### src/rtl/core/assert_macros.svh
// Assertion macros shared by the RTL.
`ifndef ASSERT_MACROS_SVH
`define ASSERT_MACROS_SVH

// Check that the property holds at every rising clock edge outside reset.
`define ASSERT_CLK(label, clk, rst, prop, msg) \
  label: assert property (@(posedge clk) disable iff (rst) (prop)) else $error(msg);

// Check that the property holds at every rising clock edge, reset included.
`define ASSERT_ALWAYS(label, clk, prop, msg) \
  label: assert property (@(posedge clk) (prop)) else $error(msg);

`endif

### src/rtl/core/trs_pkg.sv
`timescale 1ns / 1ps
package trs_pkg;

  localparam int FracBitsDefault    = 16;
  localparam int CordicStepsDefault = 16;
  localparam int AtanEntries        = 30;

  localparam logic signed [33:0] Deg2RadQ32   = 34'sd74961321;
  localparam logic signed [33:0] CordicGainQ30 = 34'sd652032874;

  typedef struct packed {
    logic signed [31:0] pos_x;
    logic signed [31:0] pos_y;
    logic signed [31:0] pos_z;
    logic signed [31:0] angle_x;
    logic signed [31:0] angle_y;
    logic signed [31:0] angle_z;
    logic signed [31:0] scale_x;
    logic signed [31:0] scale_y;
    logic signed [31:0] scale_z;
  } trs_in_t;

  typedef struct packed {
    logic signed [31:0] row0_col0;
    logic signed [31:0] row0_col1;
    logic signed [31:0] row0_col2;
    logic signed [31:0] row0_col3;
    logic signed [31:0] row1_col0;
    logic signed [31:0] row1_col1;
    logic signed [31:0] row1_col2;
    logic signed [31:0] row1_col3;
    logic signed [31:0] row2_col0;
    logic signed [31:0] row2_col1;
    logic signed [31:0] row2_col2;
    logic signed [31:0] row2_col3;
  } trs_out_t;

  // Sine/cosine pair in Q2.30 with a few bits of headroom.
  typedef struct packed {
    logic signed [33:0] c;
    logic signed [33:0] s;
  } trs_sc_t;

  function automatic logic signed [33:0] atan_q30(input logic [4:0] idx);
    logic signed [33:0] v;
    case (idx)
      5'd0:  v = 34'sh3243F6A8;
      5'd1:  v = 34'sh1DAC6705;
      5'd2:  v = 34'sh0FADBAFC;
      5'd3:  v = 34'sh07F56EA6;
      5'd4:  v = 34'sh03FEAB76;
      5'd5:  v = 34'sh01FFD55B;
      5'd6:  v = 34'sh00FFFAAA;
      5'd7:  v = 34'sh007FFF55;
      5'd8:  v = 34'sh003FFFEA;
      5'd9:  v = 34'sh001FFFFD;
      5'd10: v = 34'sh000FFFFF;
      5'd11: v = 34'sh0007FFFF;
      5'd12: v = 34'sh0003FFFF;
      5'd13: v = 34'sh0001FFFF;
      5'd14: v = 34'sh0000FFFF;
      5'd15: v = 34'sh00007FFF;
      5'd16: v = 34'sh00003FFF;
      5'd17: v = 34'sh00001FFF;
      5'd18: v = 34'sh00000FFF;
      5'd19: v = 34'sh000007FF;
      5'd20: v = 34'sh000003FF;
      5'd21: v = 34'sh000001FF;
      5'd22: v = 34'sh000000FF;
      5'd23: v = 34'sh0000007F;
      5'd24: v = 34'sh0000003F;
      5'd25: v = 34'sh0000001F;
      5'd26: v = 34'sh0000000F;
      5'd27: v = 34'sh00000008;
      5'd28: v = 34'sh00000004;
      5'd29: v = 34'sh00000002;
      default: v = '0;
    endcase
    return v;
  endfunction

  // Q2.30 product rounded half up: (a*b + 2^29) >>> 30.
  function automatic logic signed [33:0] mul_q30(input logic signed [33:0] a,
                                                 input logic signed [33:0] b);
    logic signed [67:0] p;
    p = a * b + 68'sd536870912;
    return p[63:30];
  endfunction

  // Q2.30 entry times Q.F scale, rounded, then saturated to 32 bits.
  function automatic logic signed [31:0] scale_sat(input logic signed [33:0] r,
                                                   input logic signed [31:0] s);
    logic signed [65:0] p;
    logic signed [35:0] q;
    p = r * s + 66'sd536870912;
    q = p[65:30];
    if (q > 36'sd2147483647) return 32'sh7FFFFFFF;
    else if (q < -36'sd2147483648) return 32'sh80000000;
    else return q[31:0];
  endfunction

endpackage

### src/rtl/core/trs_cordic_cell.sv
`timescale 1ns / 1ps
// One CORDIC rotation step for the three angles; registered, with enable.
module trs_cordic_cell #(
  parameter int Step = 0
) (
  input  logic                clk,
  input  logic                en,
  input  logic signed [33:0]  x_in [3],
  input  logic signed [33:0]  y_in [3],
  input  logic signed [33:0]  z_in [3],
  output logic signed [33:0]  x [3],
  output logic signed [33:0]  y [3],
  output logic signed [33:0]  z [3]
);

  localparam logic [4:0] Idx = 5'(Step);

  always_ff @(posedge clk) begin
    if (en) begin
      for (int k = 0; k < 3; k++) begin
        if (z_in[k] >= 0) begin
          x[k] <= x_in[k] - (y_in[k] >>> Step);
          y[k] <= y_in[k] + (x_in[k] >>> Step);
          z[k] <= z_in[k] - trs_pkg::atan_q30(Idx);
        end else begin
          x[k] <= x_in[k] + (y_in[k] >>> Step);
          y[k] <= y_in[k] - (x_in[k] >>> Step);
          z[k] <= z_in[k] + trs_pkg::atan_q30(Idx);
        end
      end
    end
  end

endmodule
### config.mk
export PLATFORM = sky130hd
export DESIGN_NAME = trs_cordic_cell
export DESIGN_NICKNAME = d
export VERILOG_FILES = /design/src/rtl/core/assert_macros.svh /design/src/rtl/core/trs_pkg.sv /design/src/rtl/core/trs_cordic_cell.sv
export SDC_FILE = /design/constraint.sdc
export NUM_CORES = 1
export LEC_CHECK = 0
export BUFFER_PORTS_ARGS = -buffer_cell sky130_fd_sc_hd__buf_2
export CAP_MARGIN = 20
export CORE_MARGIN = 3
export CORE_UTILIZATION = 23
export DETAILED_ROUTE_END_ITERATION = 6
export HOLD_SLACK_MARGIN = 0.15
export PLACE_DENSITY = 0.39
export RECOVER_POWER = 25
export SLEW_MARGIN = 0
export SYNTH_ARGS = -nofsm -noshare
export SYNTH_HDL_FRONTEND = slang
export SYNTH_SLANG_ARGS = --single-unit
### constraint.sdc
create_clock -name clk -period 7.76 [get_ports clk]
set_clock_uncertainty 0.15 [all_clocks]
set_input_delay 1.552 -clock clk [delete_from_list [all_inputs] [get_ports clk]]
set_output_delay 1.552 -clock clk [all_outputs]
set_load 0.02 [all_outputs]
==> results.toml, run 1 <==
[floorplanning]
initial_core_util_pct = 23.3
die_area_um2 = 139000
die_x_um = 372
io-pin-count = 614
die_height_um = 372
core_area_um2 = 132000
rows = 133

[clock_network]
clk_path_buf_depth = 3
tritoncts = "yes"
cts_inserted_buffers = 47
root_buffer = "clkbuf_16"
cts_resized = 0
clk_pin_slew_ns = 0.05
h-tree-depth = 2
clock_sinks = 303
ctsHoldBuffers = 0
cts_setup_buffers = 0

[timing]
rsz0062_at_grt = "false"
drv_slew = 88
finalHoldViolations = 0
whs_ns = 0.983
fin_ws_ns = 1.41
fin_crit_ns = 6.35
setup_viol = 0
tightest_slew_ns = 5.29
post-route-period-util_pct = 81.8
finalSetupTns_ns = 0
slew_headroom_pct = -253
fmax_ghz = 0.158

[outcome]
outcome = "finished, violations left"
violations = "max-capacitance violations, max-slew violations"

[route]
dr.first_iter.drc_count = 2018
firstDrtPassIters = 5
num_vias = 29500
routed_wl_mm = 137
ant_nets = 0
wl_per_cell_um = 23.1
viasPerCell = 4.96
drc = 0

[setup_path]
required_ns = 7.84
startpoint = "en"
crit_fanout = 87
crit_buf_inv = 2
path_delay_family = "buffers and inverters"
slowest_stage = "clkbuf_1"
critPathCapture = "z[23]"
cpPeakStageDelay_ns = 3.62
cp_data_arrival_time_ns = 6.43
critPathKind = "in -> reg"
start_kind = "primary input"
crit_chain = "clkbuf_1, buf_4"
end_kind = "flop"
crit_cells = 2

[yosys]
synth_nets = 4315
seq_area_frac_synth_pct = 29.5
ys_ff_latch = 303
synth_edf_count = 303
synthFlopType = "edfxtp_1"
yosysWarnings = 0
ys_types = 99
synthCells = 3608
async_flop_share_pct = 0
syn_avg_cell_area_um2 = 8.56
syn_area_um2 = 30900

[hold_path]
hp-class = "in -> reg"
hold_depth = 1
min_from = "z_in[2]"

[final_layout]
fin_nets = 4855
regArea_um2 = 9100
final_area_um2 = 37200
multiInputGateArea_um2 = 19900
drive_gt1_share_pct = 17.5
most-common-layout-cells = "buf_2, a21oi_1, ha_1"
layout_commonest_cell = "buf_2"
final.fill_count = 14500
syn_to_final_growth_pct = 20.6

[global_route]
use_met1_pct = 25.2
overflow = 0
grt_max_degree = 103
busiest_layer = "met2"
grt_antenna_before_repair = 34
track_usage_pct = 18.9
grt_pass1_vias = 28700
use_met3_pct = 4.72
grt_pass1_wl_mm = 196
grt_use_met2_pct = 30.2

[flow_run]
maxCapViolations = 1

[placement]
gp_congestion = 0.882
place_ws_ns = 0.769
place_area_um2 = 35700
dp_hpwl_mm = 112
port_buffers = 613

[power_and_ir_drop]
peakVddDrop_v = 0.000124
leakagePower_nw = 16.3
power_density_nw_per_um2 = 196
## per-stage QoR
| stage | util [%] | instances | total power, mW |
|---|---|---|---|
| 6_report | 28.1 | 5953 | 7.31 |
| 5_1_grt | 28.1 | 5945 | 7.75 |
| 2_1_floorplan | - | 3608 | 4.06 |
| 3_3_place_gp | 27.0 | 5854 | 5.22 |
| 4_1_cts | 28.1 | 5937 | 7.44 |
| 3_5_place_dp | 27.0 | 5854 | 5.19 |
## where the power goes
group	internal (mW)	switching [mW]
clock network	1.28	0.873
logic	0.956	1.92
registers	2.18	0.103
total	4.41	2.90
## worst min-delay path by stage
stage / to / slack (ns)
floorplan: z[0] / 1.50
global placement: z[34] / 1.60
detailed placement: z[2] / 1.60
CTS: z[2] / 0.91
global route: z[2] / 0.93
finish: z[2] / 0.98
## Yosys cell counts, drive strengths merged (13+ instances only)
cell type,number,area [um^2]
a21oi,435,2190
nand4,30,188
o21bai,74,559
nand2,177,667
nor2b,50,313
o31ai,26,205
a221oi,17,168
o21ai,232,1160
mux2i,35,350
xor2,43,377
xnor2,235,2060
nor2,336,1260
and3,20,125
a21o,124,931
o211ai,45,348
a211o,13,114
clkbuf,86,324
nand2b,35,219
buf,54,265
ha,387,4840
nor3,72,360
a211oi,40,325
nand3,48,240
inv,346,1300
edfxtp,303,9100
nor4,41,269
a31oi,31,215
a21boi,19,143
or3,23,144
o21a,31,233
## flip-flops by register name (all words and copies together), names as in the netlist
register  count
x           102
z           102
y            99
## cell type report
type	count	share of cell area, %
antenna	16	0.108
clock buffer	58	3.38
clock inverter	25	0.632
inverter	353	3.56
multi-input combinational	2812	53.4
sequential	303	24.4
tap	1755	5.90
timing repair buffer	631	8.54
## per-layer routing
metal | wire, um | part of all wire, % | vias to the layer above
met5 | 54 | 0.039 | -
met4 | 3670 | 2.7 | 8
met3 | 10600 | 7.7 | 167
met2 | 61800 | 45 | 1047
met1 | 61200 | 45 | 14200
li1 | - | - | 14100
## kinds of logic (layout without fill, tap and decap cells)
kind of cell             after synthesis  count (layout)  synth area share, %
AO/OA/AOI/OAI                       1213            1213                 25.2
XOR/XNOR                             278             278                 7.88
adder cells (fa/ha/maj)              399             399                 16.5
buffers and inverters                493            1067                 6.20
flip-flops                           303             303                 29.5
multiplexers                          35              35                 1.13
other                                  0              16                    0
AND/OR/NAND/NOR                      887             887                 13.6
Power figures use the tool's default switching activity.
==> run 2: changes to the inputs <==
- clock period: 7.76 -> 6.59 ns (I/O delays scaled with it)
==> run 2 against run 1 <==
Against the previous run:
- the flow still finishes with violations (max-capacitance violations, max-slew violations)
- cell count rose by 0.20%
- first-iteration DRC count rose by 3.8%
- routed wire length rose by 0.24%
- clock power rose by 17%
- critical path type unchanged
- largest cell class unchanged
==> results.toml, run 2 (synthesized netlist as in run 1, its figures left out) <==
[clock_network]
cts_inserted_buffers = 45
clk_pin_slew_ns = 0.06
cts_resized = 0
root_buffer = "clkbuf_16"
clk_path_buf_depth = 3
tritoncts = "yes"
cts_setup_buffers = 0
clock_sinks = 303
ctsHoldBuffers = 0
h-tree-depth = 2

[timing]
finalSetupTns_ns = 0
rsz0062_at_grt = "false"
fin_crit_ns = 5.80
tightest_slew_ns = 5.43
drv_slew = 90
fmax_ghz = 0.172
post-route-period-util_pct = 88.0
slew_headroom_pct = -262
finalHoldViolations = 0
setup_viol = 0

[setup_path]
end_kind = "flop"
critPathKind = "in -> reg"
required_ns = 6.79
start_kind = "primary input"
cp_data_arrival_time_ns = 6.00
crit_fanout = 14

[power_and_ir_drop]
power_density_nw_per_um2 = 231
peakVddDrop_v = 0.000151
p_int_mw = 5.20
swShare_pct = 39.6
p_comb_share_pct = 39.5
pwr-share-clk_pct = 29.3
power_switching_mw = 3.41
leakagePower_nw = 16.4
seq_power_share_pct = 31.3

[placement]
gp_congestion = 0.905
port_buffers = 613
dp_hpwl_mm = 112
place_area_um2 = 35800

[global_route]
grt_antenna_before_repair = 36
track_usage_pct = 18.9
overflow = 0
grt_pass1_vias = 29000
grt_pass1_wl_mm = 195
grt_max_degree = 105

[route]
drc = 0
routed_wl_mm = 138
firstDrtPassIters = 5
viasPerCell = 4.95
ant_nets = 0
dr.first_iter.drc_count = 2094
wl_per_cell_um = 23.1
num_vias = 29500

[final_layout]
post-route-util_pct = 28.2
drive_gt1_share_pct = 18.0
regArea_um2 = 9100
layout_commonest_cell = "buf_2"
multiInputGateArea_um2 = 19900
most-common-layout-cells = "buf_2, a21oi_1, ha_1"
fin_nets = 4862
syn_to_final_growth_pct = 20.9
final.fill_count = 14600
largestRegisters = "x: 102 flops, z: 102 flops, y: 99 flops"
final_area_um2 = 37300

[floorplanning]
initial_core_util_pct = 23.3
die_area_um2 = 139000
rows = 133
io-pin-count = 614
die_x_um = 372
die_height_um = 372
core_area_um2 = 132000

[hold_path]
hp-class = "in -> reg"

[flow_run]
maxCapViolations = 1

[outcome]
outcome = "finished, violations left"
violations = "max-capacitance violations, max-slew violations"
-- run 2: cell types whose count changed in the layout (fill, tap and decap cells not counted) --
| cell | change |
|---|---|
| clkinvlp_4 | +1 |
| buf_4 | +7 |
| clkinv_1 | -3 |
| buf_12 | +1 |
| clkinv_4 | -1 |
| clkbuf_16 | -2 |
| bufinv_16 | +1 |
| clkinv_2 | +1 |
| inv_6 | +1 |
| diode_2 | +4 |
| buf_2 | +14 |
| clkbuf_1 | -12 |
-- run 2: final timing paths --
kind / from / slack [ns] / depth (start not counted) / to
worst max-delay path: z_in[33] / 0.79 / 19 / z[32]
worst min-delay path: z_in[34] / 0.74 / 1 / z[34]
-- run 2: metrics by stage --
stage,hold slack [ns],cells,worst slack [ns],power [mW]
final,0.744,5965,0.789,8.61
after global routing,0.693,5957,0.416,9.11
after CTS,0.667,5944,0.853,8.75
after detailed placement,1.36,5862,0.206,6.12
after global placement,1.36,5862,0.246,6.16
after floorplan,1.27,3608,0.539,4.78
-- run 2: per-layer routing --
layer  vias up  part of all wire (%)  global-route usage, %
met5         -                 0.084                      0
li1      14100                     -                      -
met3       193                   8.3                   5.19
met2      1082                    44                   29.7
met1     14100                    44                   24.7
met4        18                   3.4                   6.79
-- run 2: power groups by stage --
| stage | Sequential (mW) | Combinational [mW] | Clock (mW) |
|---|---|---|---|
| detailed placement | 2.72 | 3.40 | 0 |
| global route | 2.72 | 3.69 | 2.69 |
| floorplan | 3.10 | 1.69 | 0 |
| CTS | 2.69 | 3.42 | 2.64 |
| global placement | 2.73 | 3.43 | 0 |
| finish | 2.69 | 3.40 | 2.52 |
-- run 2: worst max-delay path, cell delays in order --
cell and delay [ns]:
buf_2 0.13, inv_1 0.07, ha_1 0.20, nor4b_1 0.45
nand4_1 0.20, nor4_1 0.44, and4_1 0.30, nand2b_4 0.26
inv_2 0.18, ha_1 0.39, a21o_1 0.20, a21oi_1 0.24
o31ai_1 0.18, a221o_1 0.41, nand3_1 0.15, a31oi_1 0.15
a211o_1 0.36, a221oi_2 0.26, xnor2_1 0.09
-- run 2: area by class of cell --
cell class	count	area share (%)
multi-input cells	2812	53.3
inverters	353	3.55
clock buffers	57	3.25
well taps	1755	5.88
repair buffers	640	8.77
clock inverters	25	0.714
flip-flops and latches	303	24.4
diodes	20	0.134
==> run 3: changes to the inputs <==
- CORE_UTILIZATION: 23 -> 50
- PLACE_DENSITY: 0.39 -> 0.73
==> run 3 against run 2 <==
Against the previous run:
- die area fell by 53%
- power fell by 5.0%
- the run still ends with max-capacitance violations, max-slew violations left
- routed wire length fell by 22%
- critical path type unchanged
- cell area fell by 3.9%
- largest power group unchanged
- first-iteration DRC count rose by 26%
- highest routed layer unchanged
==> results.toml, run 3 (synthesized netlist as in run 1, its figures left out) <==
[outcome]
outcome = "finished, violations left"
violations = "max-capacitance violations, max-slew violations"

[placement]
dpl.cell_count = 4878
gp_congestion = 0.987
dp_hpwl_mm = 86.3
port_buffers = 613

[route]
viasPerCell = 6.01
wl_per_cell_um = 21.6
ant_nets = 0
routed_wl_mm = 108
drc = 0
firstDrtPassIters = 6
num_vias = 29900
dr.first_iter.drc_count = 2634

[power_and_ir_drop]
power_density_nw_per_um2 = 228
leakagePower_nw = 16.3
peakVddDrop_v = 0.000171

[setup_path]
crit_fanout = 25
critPathKind = "in -> reg"
cp_data_arrival_time_ns = 5.90
start_kind = "primary input"
end_kind = "flop"
required_ns = 6.78

[timing]
fin_crit_ns = 5.72
finalHoldViolations = 0
rsz0062_at_grt = "false"
whs_ns = 0.792
post-route-period-util_pct = 86.7
slew_headroom_pct = -122
fmax_ghz = 0.175
setup_viol = 0
drv_slew = 310
finalSetupTns_ns = 0
tightest_slew_ns = 3.34

[floorplanning]
rows = 90
die_height_um = 255
die_x_um = 255
initial_core_util_pct = 50.9
core_area_um2 = 60700
die_area_um2 = 64800
io-pin-count = 614

[global_route]
grt_antenna_before_repair = 40
grt_pass1_vias = 28000
overflow = 0
grt_pass1_wl_mm = 162
grt_max_degree = 116
track_usage_pct = 31.8

[clock_network]
clock_sinks = 303
cts_inserted_buffers = 39
clk_path_buf_depth = 3
cts_resized = 0
ctsHoldBuffers = 0
tritoncts = "yes"
cts_setup_buffers = 0
root_buffer = "clkbuf_16"
h-tree-depth = 2
clk_pin_slew_ns = 0.06

[final_layout]
most-common-layout-cells = "buf_2, a21oi_1, ha_1"
syn_to_final_growth_pct = 16.1
fin_nets = 4844
drive_gt1_share_pct = 17.7
layout_commonest_cell = "buf_2"
largestRegisters = "x: 102 flops, z: 102 flops, y: 99 flops"
final_cells = 4978

[flow_run]
maxCapViolations = 4

[hold_path]
hp-class = "in -> reg"
## run 3: changes by cell type in the layout (fill, tap and decap cells not counted), moves of 2 or more
cell       before  now
buf_2         600  598
clkinv_1       14   10
buf_12          2    0
clkbuf_2        0    2
nand2b_4        3    0
diode_2        20   28
clkbuf_1       24   22
nand2b_2        0    3
clkbuf_16      47   39
buf_4          24   12
clkinv_8        0    2
inv_6           2    5
## run 3: layout make-up
type,instances,area (um^2)
flip-flops and latches,303,9100
fillers,5450,24800
well taps,782,978
diodes,28,70.1
repair buffers,628,3160
clock inverters,26,350
multi-input cells,2812,19900
inverters,353,1330
clock buffers,46,1000
## run 3: final timing paths
kind / start / end / depth (start not counted)
worst max-delay path: z_in[67] / z[67] / 20
worst min-delay path: z_in[68] / z[68] / 1
## run 3: routing by layer
layer,track usage [%],wire [um]
met3,8.16,10700
met4,13.1,4320
met5,0,219
met2,52.0,50000
met1,40.1,42600
## run 3: power breakdown
group,total (mW),switching [mW],internal (mW)
combinational,3.21,2.09,1.12
sequential,2.69,0.122,2.57
clock,2.28,0.927,1.35
## run 3: metrics by stage
step | power, mW | setup WS [ns] | instance area (um^2) | util [%]
CTS | 8.17 | 0.984 | 35800 | 59.0
detailed placement | 5.87 | 0.482 | 34500 | 56.8
global route | 8.58 | 0.620 | 35800 | 59.0
floorplan | 4.78 | 0.539 | 30900 | -
finish | 8.18 | 0.874 | 35900 | 59.1
global placement | 5.86 | 0.593 | 34500 | 56.8
## run 3: worst max-delay path, cell delays in order
cell and delay (ns):
buf_2 0.12, inv_1 0.09, ha_1 0.21, nor4b_1 0.24
nand4_1 0.13, nor4_1 0.24, and4_1 0.31, nand2b_2 0.30
inv_2 0.27, ha_1 0.40, nor2b_1 0.16, o31a_1 0.28
a21oi_1 0.29, a21bo_2 0.19, a21oi_1 0.09, o41ai_1 0.48
o31a_1 0.30, o21ai_0 0.14, a21oi_1 0.23, xnor2_1 0.10
